### src/isu_pkg.sv
`timescale 1ns / 1ps
`default_nettype none
// ----------------------------------------------------------------------------
// isu_pkg
// Shared types and constants for the image sample unpacker.
// ----------------------------------------------------------------------------
package isu_pkg;

    localparam int ROW_COUNT_BITS = 16;
    localparam int QUEUE_DEPTH    = 2;
    localparam int QUEUE_PTR_BITS = $clog2(QUEUE_DEPTH);
    localparam int QUEUE_CNT_BITS = $clog2(QUEUE_DEPTH + 1);

    // log2 of the component width
    typedef enum logic [1:0] {
        WIDTH_1 = 2'd0,
        WIDTH_2 = 2'd1,
        WIDTH_4 = 2'd2,
        WIDTH_8 = 2'd3
    } width_code_t;

    typedef enum logic [1:0] {
        CFG_BITS_PER_COMPONENT = 2'd0,
        CFG_COMPONENTS_PER_ROW = 2'd1,
        CFG_SCALE_ENABLE       = 2'd2
    } cfg_index_t;

    // one classified request on its way from front to back
    typedef struct packed {
        logic [7:0]  data_byte;
        logic        stream_finish;
        width_code_t width;
        logic        scale;
    } isu_entry_t;

    typedef struct packed {
        logic full;
        logic head_valid;
    } isu_queue_status_t;

endpackage

`default_nettype wire

### src/isu_front.sv
`timescale 1ns / 1ps
`default_nettype none
// ----------------------------------------------------------------------------
// isu_front
// Configuration registers, input handshake and width classification.
// ----------------------------------------------------------------------------
module isu_front (
    input  wire logic                      clk,
    input  wire logic                      rst_n,
    input  wire logic                      cfg_write,
    input  wire logic [1:0]                cfg_index,
    input  wire logic [15:0]               cfg_data,
    input  wire logic                      in_valid,
    output logic                           in_stall,
    input  wire logic [7:0]                data_byte,
    input  wire logic                      stream_finish,
    input  wire isu_pkg::isu_queue_status_t q_status,
    output logic                           push,
    output isu_pkg::isu_entry_t            push_entry,
    output logic [15:0]                    components_per_row
);
    import isu_pkg::*;

    logic [3:0]  bpc_reg;
    logic [15:0] cpr_reg;
    logic        scale_reg;
    width_code_t width;

    always_ff @(posedge clk or negedge rst_n)
    begin
        if (!rst_n)
        begin
            bpc_reg   <= 4'd8;
            cpr_reg   <= 16'd1;
            scale_reg <= 1'b0;
        end
        else if (cfg_write)
        begin
            case (cfg_index_t'(cfg_index))
                CFG_BITS_PER_COMPONENT: bpc_reg   <= cfg_data[3:0];
                CFG_COMPONENTS_PER_ROW: cpr_reg   <= cfg_data;
                CFG_SCALE_ENABLE:       scale_reg <= cfg_data[0];
                default:                ;
            endcase
        end
    end

    // unsupported widths unpack as 8 bits
    always_comb
    begin
        case (bpc_reg)
            4'd1:    width = WIDTH_1;
            4'd2:    width = WIDTH_2;
            4'd4:    width = WIDTH_4;
            default: width = WIDTH_8;
        endcase
    end

    assign in_stall                 = q_status.full;
    assign push                     = in_valid && !q_status.full;
    assign push_entry.data_byte     = data_byte;
    assign push_entry.stream_finish = stream_finish;
    assign push_entry.width         = width;
    assign push_entry.scale         = scale_reg;
    assign components_per_row       = cpr_reg;

endmodule

`default_nettype wire

### src/isu_queue.sv
`timescale 1ns / 1ps
`default_nettype none
// ----------------------------------------------------------------------------
// isu_queue
// Short FIFO of classified requests between front and back.
// ----------------------------------------------------------------------------
module isu_queue (
    input  wire logic                      clk,
    input  wire logic                      rst_n,
    input  wire logic                      push,
    input  wire isu_pkg::isu_entry_t       push_entry,
    input  wire logic                      pop,
    output isu_pkg::isu_queue_status_t     status,
    output isu_pkg::isu_entry_t            head
);
    import isu_pkg::*;

    isu_entry_t                entries_reg [QUEUE_DEPTH];
    logic [QUEUE_PTR_BITS-1:0] wr_ptr_reg;
    logic [QUEUE_PTR_BITS-1:0] rd_ptr_reg;
    logic [QUEUE_CNT_BITS-1:0] count_reg;
    logic [QUEUE_CNT_BITS-1:0] count_next;

    always_comb
    begin
        count_next = count_reg;
        if (push && !pop)
            count_next = count_reg + 1'b1;
        else if (pop && !push)
            count_next = count_reg - 1'b1;
    end

    always_ff @(posedge clk or negedge rst_n)
    begin
        if (!rst_n)
        begin
            wr_ptr_reg <= '0;
            rd_ptr_reg <= '0;
            count_reg  <= '0;
        end
        else
        begin
            if (push)
                wr_ptr_reg <= (wr_ptr_reg == QUEUE_PTR_BITS'(QUEUE_DEPTH - 1))
                              ? '0 : wr_ptr_reg + 1'b1;
            if (pop)
                rd_ptr_reg <= (rd_ptr_reg == QUEUE_PTR_BITS'(QUEUE_DEPTH - 1))
                              ? '0 : rd_ptr_reg + 1'b1;
            count_reg <= count_next;
        end
    end

    always_ff @(posedge clk)
    begin
        if (push)
            entries_reg[wr_ptr_reg] <= push_entry;
    end

    assign status.full       = (count_reg == QUEUE_CNT_BITS'(QUEUE_DEPTH));
    assign status.head_valid = (count_reg != '0);
    assign head              = entries_reg[rd_ptr_reg];

endmodule

`default_nettype wire

### src/isu_back.sv
`timescale 1ns / 1ps
`default_nettype none
// ----------------------------------------------------------------------------
// isu_back
// Splits the head byte into components, one per cycle while the output is
// not stalled, tracks the row position and holds the result in an output register.
// ----------------------------------------------------------------------------
module isu_back (
    input  wire logic                      clk,
    input  wire logic                      rst_n,
    input  wire isu_pkg::isu_queue_status_t q_status,
    input  wire isu_pkg::isu_entry_t       head,
    output logic                           pop,
    input  wire logic [15:0]               components_per_row,
    output logic                           out_valid,
    input  wire logic                      out_stall,
    output logic [7:0]                     component,
    output logic                           row_end,
    output logic                           stream_end,
    output logic                           last_of_run
);
    import isu_pkg::*;

    logic [2:0]                idx_reg;
    logic [ROW_COUNT_BITS-1:0] row_pos_reg;
    logic [ROW_COUNT_BITS-1:0] row_pos_next;
    logic                      out_valid_reg;
    logic [7:0]                comp_reg;
    logic                      row_end_reg;
    logic                      stream_end_reg;
    logic                      last_reg;

    logic       issue;
    logic [2:0] shamt;
    logic [2:0] last_idx;
    logic [7:0] shifted;
    logic [7:0] comp_val;
    logic       rend;
    logic       last;

    assign issue    = q_status.head_valid && (!out_valid_reg || !out_stall);
    assign shamt    = 3'(idx_reg << head.width);
    assign last_idx = 3'(3'd7 >> head.width);
    assign shifted  = 8'(head.data_byte << shamt);

    // scaling by 255/(2^w-1) is the same as repeating the component bits
    always_comb
    begin
        case (head.width)
            WIDTH_1: comp_val = head.scale ? {8{shifted[7]}}   : {7'd0, shifted[7]};
            WIDTH_2: comp_val = head.scale ? {4{shifted[7:6]}} : {6'd0, shifted[7:6]};
            WIDTH_4: comp_val = head.scale ? {2{shifted[7:4]}} : {4'd0, shifted[7:4]};
            default: comp_val = shifted;
        endcase
    end

    assign row_pos_next = row_pos_reg + 1'b1;
    assign rend         = (row_pos_next == ROW_COUNT_BITS'(components_per_row));
    // a row end drops the rest of the byte
    assign last         = rend || (idx_reg == last_idx);
    assign pop          = issue && last;

    always_ff @(posedge clk or negedge rst_n)
    begin
        if (!rst_n)
        begin
            idx_reg       <= '0;
            row_pos_reg   <= '0;
            out_valid_reg <= 1'b0;
        end
        else
        begin
            if (issue)
            begin
                idx_reg       <= last ? 3'd0 : idx_reg + 1'b1;
                row_pos_reg   <= rend ? '0 : row_pos_next;
                out_valid_reg <= 1'b1;
            end
            else if (!out_stall)
            begin
                out_valid_reg <= 1'b0;
            end
        end
    end

    always_ff @(posedge clk)
    begin
        if (issue)
        begin
            comp_reg       <= comp_val;
            row_end_reg    <= rend;
            stream_end_reg <= last && head.stream_finish;
            last_reg       <= last;
        end
    end

    assign out_valid   = out_valid_reg;
    assign component   = comp_reg;
    assign row_end     = row_end_reg;
    assign stream_end  = stream_end_reg;
    assign last_of_run = last_reg;

endmodule

`default_nettype wire

### src/image_sample_unpacker.sv
`timescale 1ns / 1ps
`default_nettype none
// ----------------------------------------------------------------------------
// image_sample_unpacker
// Unpacks image bytes, MSB first, into 1, 2, 4 or 8 bit components.
// ----------------------------------------------------------------------------
// Each input byte yields 8/w components (8, 4, 2 or 1 for widths 1, 2, 4, 8),
// fewer when a row ends inside the byte, and the unpack stage emits one
// component per cycle while the output is not stalled, so a byte stays in the
// queue until its last component is issued. A two-entry request queue sits
// between the input side and the unpack stage, so up to two bytes are taken
// while results are still draining; the output register holds a stalled
// result, and the next one is formed in the same cycle the current one is taken.
module image_sample_unpacker (
    input  wire logic        clk,
    input  wire logic        rst_n,
    input  wire logic        cfg_write,
    input  wire logic [1:0]  cfg_index,
    input  wire logic [15:0] cfg_data,
    input  wire logic        in_valid,
    output logic             in_stall,
    input  wire logic [7:0]  data_byte,
    input  wire logic        stream_finish,
    output logic             out_valid,
    input  wire logic        out_stall,
    output logic [7:0]       component,
    output logic             row_end,
    output logic             stream_end,
    output logic             last_of_run
);
    import isu_pkg::*;

    isu_queue_status_t q_status;
    isu_entry_t        push_entry;
    isu_entry_t        head;
    logic              push;
    logic              pop;
    logic [15:0]       components_per_row;

    isu_front u_front (
        .clk                (clk),
        .rst_n              (rst_n),
        .cfg_write          (cfg_write),
        .cfg_index          (cfg_index),
        .cfg_data           (cfg_data),
        .in_valid           (in_valid),
        .in_stall           (in_stall),
        .data_byte          (data_byte),
        .stream_finish      (stream_finish),
        .q_status           (q_status),
        .push               (push),
        .push_entry         (push_entry),
        .components_per_row (components_per_row)
    );

    isu_queue u_queue (
        .clk        (clk),
        .rst_n      (rst_n),
        .push       (push),
        .push_entry (push_entry),
        .pop        (pop),
        .status     (q_status),
        .head       (head)
    );

    isu_back u_back (
        .clk                (clk),
        .rst_n              (rst_n),
        .q_status           (q_status),
        .head               (head),
        .pop                (pop),
        .components_per_row (components_per_row),
        .out_valid          (out_valid),
        .out_stall          (out_stall),
        .component          (component),
        .row_end            (row_end),
        .stream_end         (stream_end),
        .last_of_run        (last_of_run)
    );

endmodule

`default_nettype wire

### config.mk
export PLATFORM = sky130hd
export DESIGN_NAME = image_sample_unpacker
export DESIGN_NICKNAME = d
export VERILOG_FILES = /design/src/isu_pkg.sv /design/src/isu_front.sv /design/src/isu_queue.sv /design/src/isu_back.sv /design/src/image_sample_unpacker.sv
export SDC_FILE = /design/constraint.sdc
export NUM_CORES = 1
export LEC_CHECK = 0
export BUFFER_PORTS_ARGS = -buffer_cell sky130_fd_sc_hd__buf_2
export CORE_MARGIN = 5
export CORE_UTILIZATION = 54
export CTS_CLUSTER_DIAMETER = 150
export CTS_CLUSTER_SIZE = 40
export DETAILED_ROUTE_END_ITERATION = 8
export PLACE_DENSITY = 0.77
export SYNTH_ARGS = -nofsm -noshare
export SYNTH_HDL_FRONTEND = slang
export SYNTH_HIERARCHICAL = 1
export SYNTH_SLANG_ARGS = --single-unit
### constraint.sdc
create_clock -name clk -period 2.74 [get_ports clk]
set_clock_uncertainty 0.05 [all_clocks]
set_input_delay 0.548 -clock clk [delete_from_list [all_inputs] [get_ports clk]]
set_output_delay 0.548 -clock clk [all_outputs]
set_load 0.02 [all_outputs]
Word-level counts from Yosys, hierarchy flattened
Memories as Yosys holds them, arrays and structs flattened.
Cells that the tools add are included.
{"block": "totals", "regBits": 56, "latch_bits": 0, "ramBits": 24, "mem_bits_ro": 0, "inputBits": 32, "output_inout_bits": 13, "mem_count": 1}
{"block": "op_classes", "n_addsub": 6, "n_mul": 0, "div_mod_pow": 0, "n_lt_le_gt_ge": 0, "eq_ne": 11, "n_shift": 3, "n_mux": 15, "bitwise_logic": 0, "n_reduce_logical": 20}
{"name": "u_queue.entries_reg", "depth": 2, "width": 12, "rd": 1, "rd_ports_with_merged_regs": 0, "wr": 1, "line_no": "isu_queue.sv:18", "text": "isu_entry_t entries_reg [QUEUE_DEPTH];"}
{"op": "$mux W8", "count": 3}
{"op": "$pmux W8 S3", "count": 1}
{"op": "$add A16 B1 Y16 const B", "count": 1}
{"op": "$eq A16 B16 Y1", "count": 1}
{"op": "$mux W16", "count": 1}
{"op": "$shl A8 B3 Y8", "count": 1}
{"op": "$eq A2 B2 Y1 const B", "count": 3}
{"op": "$logic_and A1 B1 Y1", "count": 6}
{"op": "$mux W1", "count": 6}
{"op": "$pmux W2 S3", "count": 1}
{"op": "$reduce_and A2 Y1", "count": 3}
{"op": "$logic_not A1 Y1", "count": 5}
{"op": "$eq A2 B1 Y1 const B", "count": 2}
{"op": "$eq A4 B1 Y1 const B", "count": 1}
{"op": "$eq A4 B2 Y1 const B", "count": 1}
{"op": "$eq A4 B3 Y1 const B", "count": 1}
{"op": "$logic_not A2 Y1", "count": 2}
{"op": "$mux W2", "count": 2}
{"op": "$reduce_bool A2 Y1", "count": 2}
{"op": "$add A3 B1 Y3 const B", "count": 1}
{"op": "$eq A3 B3 Y1", "count": 1}
{"op": "$mux W3", "count": 1}
{"op": "$shl A3 B2 Y3", "count": 1}
{"op": "$shr A3 B2 Y3 const A", "count": 1}
{"op": "other kinds (5)", "count": 7}

Longest topological paths before layout
An unclocked memory read counts as a cell.
{"block": "depth", "word_depth": 8, "depth_mapped": 14}

Modules after synthesis
The synthesis kept the hierarchy.
{"mod": "isu_back", "n_inst": 1, "cells_each": 258, "area_per_inst_um2": 2398.6, "seq_area_each_um2": 830.8}
{"mod": "isu_queue", "n_inst": 1, "cells_each": 53, "area_per_inst_um2": 1089.8, "seq_area_each_um2": 820.8}
{"mod": "isu_front", "n_inst": 1, "cells_each": 62, "area_per_inst_um2": 972.2, "seq_area_each_um2": 528.0}

Worst setup path after synthesis
OpenSTA, ideal clock, no wires.
{"block": "synth_timing", "kind": "reg-to-reg", "start": "register u_back.row_pos_reg[0]", "end": "register u_queue.count_reg[1]", "setup_ps": 79, "arrival_ps": 2733, "t_required_ps": 2611, "setup_slack_ps": -122, "stages_incl_launch_ff": 13, "synth_period_minus_slack_ps": 2862, "path_cell_list": "dfrtp_1 > ha_1 > xnor3_1 > nand3_1 > nor4b_2 > nand4_1 > a211oi_4 > nand2b_1 > and2_1 > inv_1 > ha_1 > nor2_1 > xor2_1"}
{"block": "synth_via", "elab_chain_cells": 7, "elab_cells_between_ends": 9, "cone_classes": "add/sub (1); eq/ne (1); mux (1); reduce/logical (6)"}
{"item": "start, declared", "line_no": "isu_back.sv:25", "text": "logic [ROW_COUNT_BITS-1:0] row_pos_reg;"}
{"item": "start signal, assigned", "line_no": "isu_back.sv:76", "text": "row_pos_reg <= rend ? '0 : row_pos_next;"}
{"item": "$add A16 B1 Y16 (*)", "line_no": "isu_back.sv:57", "text": "assign row_pos_next = row_pos_reg + 1'b1;"}
{"item": "$eq A16 B16 Y1 (*)", "line_no": "isu_back.sv:58", "text": "assign rend = (row_pos_next == ROW_COUNT_BITS'(components_per_row));"}
{"item": "$logic_or A1 B1 Y1 (*)", "line_no": "isu_back.sv:60", "text": "assign last = rend || (idx_reg == last_idx);"}
{"item": "named net u_back.last", "line_no": "isu_back.sv:39", "text": "logic last;"}
{"item": "$logic_and A1 B1 Y1 (*)", "line_no": "isu_back.sv:61", "text": "assign pop = issue && last;"}
{"item": "named net pop", "line_no": "image_sample_unpacker.sv:37", "text": "logic pop;"}
{"item": "$logic_not A1 Y1", "line_no": "isu_queue.sv:27", "text": "if (push && !pop)"}
{"item": "$logic_and A1 B1 Y1", "line_no": "isu_queue.sv:27"}
{"item": "$mux W2 or $reduce_bool A2 Y1 (tied branches)"}
{"item": "end signal, assigned", "line_no": "isu_queue.sv:49", "text": "count_reg <= count_next;"}
{"item": "end, declared", "line_no": "isu_queue.sv:21", "text": "logic [QUEUE_CNT_BITS-1:0] count_reg;"}
The timed path passes the listed nets; every way through them passes the cells marked *.
A chain may end at the register's enable or synchronous reset.

Worst setup path after layout
Ends and elaborated chain as after synthesis.

==> results list <==
- Post-synthesis sequential element count: 80
- Summed over all cells, the static leakage comes to 2.193 nW.
- Placer's final routability congestion estimate: 0.9020
- Initial Utilization: 54.84%
- Dividing the detail-routed wire length by the instance count gives 16.33 um.
- In this run the worst path has a maximum fanout of 6.
- Global-route congestion overflow total: 0
- Cell chosen for the clock root: sky130_fd_sc_hd__clkbuf_8
- Using the TritonRoute via totals, the vias-per-cell ratio works out to 5.559.
- Total via count in the routed design: 2963
- After detailed routing, the number of remaining DRC violations is 0.
- Sequential elements use 48.86% of the synthesized area.
- Most frequent standard cell in the layout excluding fill and tap cells: sky130_fd_sc_hd__buf_2
- The floorplan step defined a die boundary enclosing 0.01018 mm^2.
* List of cells traversed by the critical path: buf_4 -> and4_4 -> nand4_1 -> xnor2_1 -> nand4_1 -> a211oi_4 -> nand2b_4 -> and2_4 -> inv_2 -> ha_4 -> xor2_1 -> nor2_1 -> xor2_1
- Entering global routing, the biggest net connects 30 pins.
* Global-route wire length before repair: 14150 um
* Port Buffers: 44
- Max-slew headroom: 64.71%
- Site row count: 33
- Yosys warns: 6
* Violation count after the first detailed-routing iteration: 225
- Hold is met by 61.34 ps.
- Post-Route Setup TNS: 0 ps
- Clock latency of the later-clocked register in the worst-skew pair: 350 ps
- In this run the deepest clock path goes through 2 buffers.
- Top Ports: 45
- Once detail routing completed, the nets flagged for antenna violations numbered 0.
* Clock tree from TritonCTS: done
- The region available for standard cell placement spans 0.008134 mm^2.
* Layout overhead on the synthesized area: 14.75%
- At the pin with the least slew margin, the transition time is 529.4 ps.
- For the worst setup path, the data arrival time is 2910 ps.
- Min Clock Period, post-route: 2687 ps
- Counting every net in the synthesized netlist gives 408.
- Count of final max-slew check failures: 0
- The largest single stage delay on the critical path is 390 ps.
* Cell with the biggest individual delay on the critical path: sky130_fd_sc_hd__dfrtp_1
* Cells after Synth: 373
- The min-delay analysis places its worst path in the category input port to asynchronous set/reset pin.
* Max VDD drop: 0.4734 mV
- STA classifies the critical path startpoint as a register.
- Across the run, the number of max-cap violations was 0.
* Synth Flop Type: sky130_fd_sc_hd__dfrtp_1
- Based on the critical path, the design can be clocked at up to 372.1 MHz.
* Crit Path Category: register to register
- The number of antenna violations at the first check in global routing came to 0.
* Total Routing Usage GR: 17.65%
- The register with the most flip-flops in the layout has 24 of them.
* Power Dens Cells: 995.2 mW/mm^2
- STA classifies the critical path endpoint as a register.
* Post-Synthesis Mean Instance Area: 11.96 um^2
- Counting the fill cells in the layout gives 611.
- Die boundary height: 100.9 um
- The first detailed-routing pass took 4 iterations.
- Summed instance area of the synthesized netlist: 0.004461 mm^2
* Top library cells by usage in the layout, fill and taps aside: sky130_fd_sc_hd__buf_2, sky130_fd_sc_hd__dfrtp_1, sky130_fd_sc_hd__edfxtp_1, sky130_fd_sc_hd__buf_4, sky130_fd_sc_hd__nand2_1
- The final layout contains routed wiring with a total length of 8705 um.
- The repair_antennas step left the layout with diodes totalling 0.
* Layout net count: 458
* Number of failing setup endpoints in the final timing report: 0
* Die X-Extent: 100.9 um
- Of the cells placed in the final design, the portion with a size suffix greater than 1 is 36.92%.
- The run finished with clean final reports.
* CP Data Required Time: 2960 ps
* Post-detail-place hpwl: 6144 um
- Clk sinks: 80
* Share of synthesized flip-flops with an asynchronous set or reset: 56.25%
- Synthesis instantiated 62 different standard cells from the library.
- Final Hold Vio Count: 0
- Clock tree synthesis inserted a total of 9 buffers.
* Vias in the first global route: 2879
- Clock Pin Slew Worst Setup and Hold Paths: 80 ps
- Number of enable flip-flop cells after synthesis: 35
- Setup repair after global routing could not meet its margin everywhere.
- The H-tree was split into 3 levels.
- Period Utilization, post-route: 98.08%
## where the power goes
| part | total [mW] | internal (mW) | switching [mW] | leakage (nW) |
|---|---|---|---|---|
| Combinational | 2.19 | 1.04 | 1.15 | 1.20 |
| Sequential | 1.90 | 1.66 | 0.238 | 0.871 |
| Clock | 1.01 | 0.534 | 0.471 | 0.118 |
## final timing paths
kind | start | end | slack (ps) | cells past startpoint
worst max register to register | u_back/row_pos_reg[0] | u_queue/count_reg[1] | 50 | 13
min in group clk | data_byte[0] | u_queue/entries_reg[1][4] | 340 | 1
worst max-delay path | u_back/row_pos_reg[0] | u_queue/count_reg[1] | 50 | 13
max in group asynchronous | rst_n | u_front/components_per_row[0] | 1830 | 2
worst min-delay path | rst_n | u_front/components_per_row[5] | 60 | 1
worst min register to register | u_queue/wr_ptr_reg | u_queue/wr_ptr_reg | 450 | 1
## Yosys cell counts (3+ instances only)
master | number | share of area, %
sky130_fd_sc_hd__buf_4 | 15 | 2.5
sky130_fd_sc_hd__clkbuf_1 | 7 | 0.59
sky130_fd_sc_hd__xnor2_1 | 18 | 3.5
sky130_fd_sc_hd__ha_1 | 3 | 0.84
sky130_fd_sc_hd__a21oi_1 | 5 | 0.56
sky130_fd_sc_hd__buf_6 | 6 | 1.5
sky130_fd_sc_hd__nor2b_1 | 8 | 1.1
sky130_fd_sc_hd__o21ai_1 | 7 | 0.79
sky130_fd_sc_hd__mux2i_1 | 16 | 3.6
sky130_fd_sc_hd__and4_1 | 3 | 0.59
sky130_fd_sc_hd__nand3_1 | 9 | 1.0
sky130_fd_sc_hd__nor4_1 | 4 | 0.56
sky130_fd_sc_hd__xor2_1 | 12 | 2.4
sky130_fd_sc_hd__nor3_1 | 5 | 0.56
sky130_fd_sc_hd__o21ai_0 | 17 | 1.9
sky130_fd_sc_hd__buf_2 | 6 | 0.67
sky130_fd_sc_hd__dfrtp_1 | 43 | 24
sky130_fd_sc_hd__nor2_1 | 12 | 1.0
sky130_fd_sc_hd__mux2_4 | 19 | 6.4
sky130_fd_sc_hd__o21a_1 | 3 | 0.50
sky130_fd_sc_hd__and2_1 | 6 | 0.84
sky130_fd_sc_hd__nand2b_1 | 8 | 1.1
sky130_fd_sc_hd__inv_1 | 9 | 0.76
sky130_fd_sc_hd__edfxtp_1 | 35 | 24
sky130_fd_sc_hd__nand3b_1 | 4 | 0.67
sky130_fd_sc_hd__a21o_1 | 7 | 1.2
sky130_fd_sc_hd__nand2_1 | 22 | 1.9
sky130_fd_sc_hd__mux2_2 | 15 | 3.8
sky130_fd_sc_hd__nand4_1 | 4 | 0.56
sky130_fd_sc_hd__a22o_1 | 4 | 0.79
## layout make-up
| class | instances | area [um^2] | share of cell area, % |
|---|---|---|---|
| clock buffer | 9 | 123.9 | 2.420 |
| clock inverter | 7 | 108.9 | 2.127 |
| inverter | 9 | 33.78 | 0.6600 |
| multi-input combinational | 250 | 2101 | 41.04 |
| sequential | 80 | 2185 | 42.68 |
| tap | 105 | 131.4 | 2.567 |
| timing repair buffer | 73 | 435.4 | 8.506 |
## cell families (layout without fill, tap and decap cells)
kind of cell | after synthesis | after routing | synth area share, %
AND/OR/NAND/NOR | 105 | 105 | 14.22
flip-flops | 80 | 80 | 48.86
AO/OA/AOI/OAI | 60 | 60 | 9.341
multiplexers | 51 | 51 | 14.28
buffers and inverters | 43 | 98 | 6.059
XOR/XNOR | 31 | 31 | 6.395
adder cells (fa/ha/maj) | 3 | 3 | 0.8416
## timing repair
action | 4_1_cts | 5_1_grt
endpoints found under the setup margin | 1 | 8
gates resized for setup | 5 | 12
setup buffers | 0 | 6
hold buffers | 0 | 0
pin swaps | 3 | 9
hold endpoints to repair | 0 | 0
## critical path, delay by kind of cell, from the launching register on
family	cells	cell delay [ps]
adder cells (fa/ha/maj)	1	140
flip-flops	1	390
AND/OR/NAND/NOR	6	1070
buffers and inverters	2	190
XOR/XNOR	3	510
AO/OA/AOI/OAI	1	270
## metrics by stage
step                total power, mW  setup WS, ps  util (%)  instance area, um^2  instances
floorplan                     3.476         3.723         -                 4496        373
CTS                           5.017         5.130     61.91                 5036        527
global route                  5.418        -70.58     62.93                 5119        533
detailed placement            3.994        -23.48     58.81                 4783        511
global placement              3.912         82.44     58.81                 4783        511
finish                        5.094         52.60     62.93                 5119        533
## per-layer routing
metal	track usage, %	vias up	part of all wire, %
li1	-	1437	-
met2	26.84	82	47
met3	2.907	11	4.8
met1	25.47	1433	47
met4	6.425	0	1.4
met5	0	-	0
No activity file was read; power rests on OpenSTA's default activity.
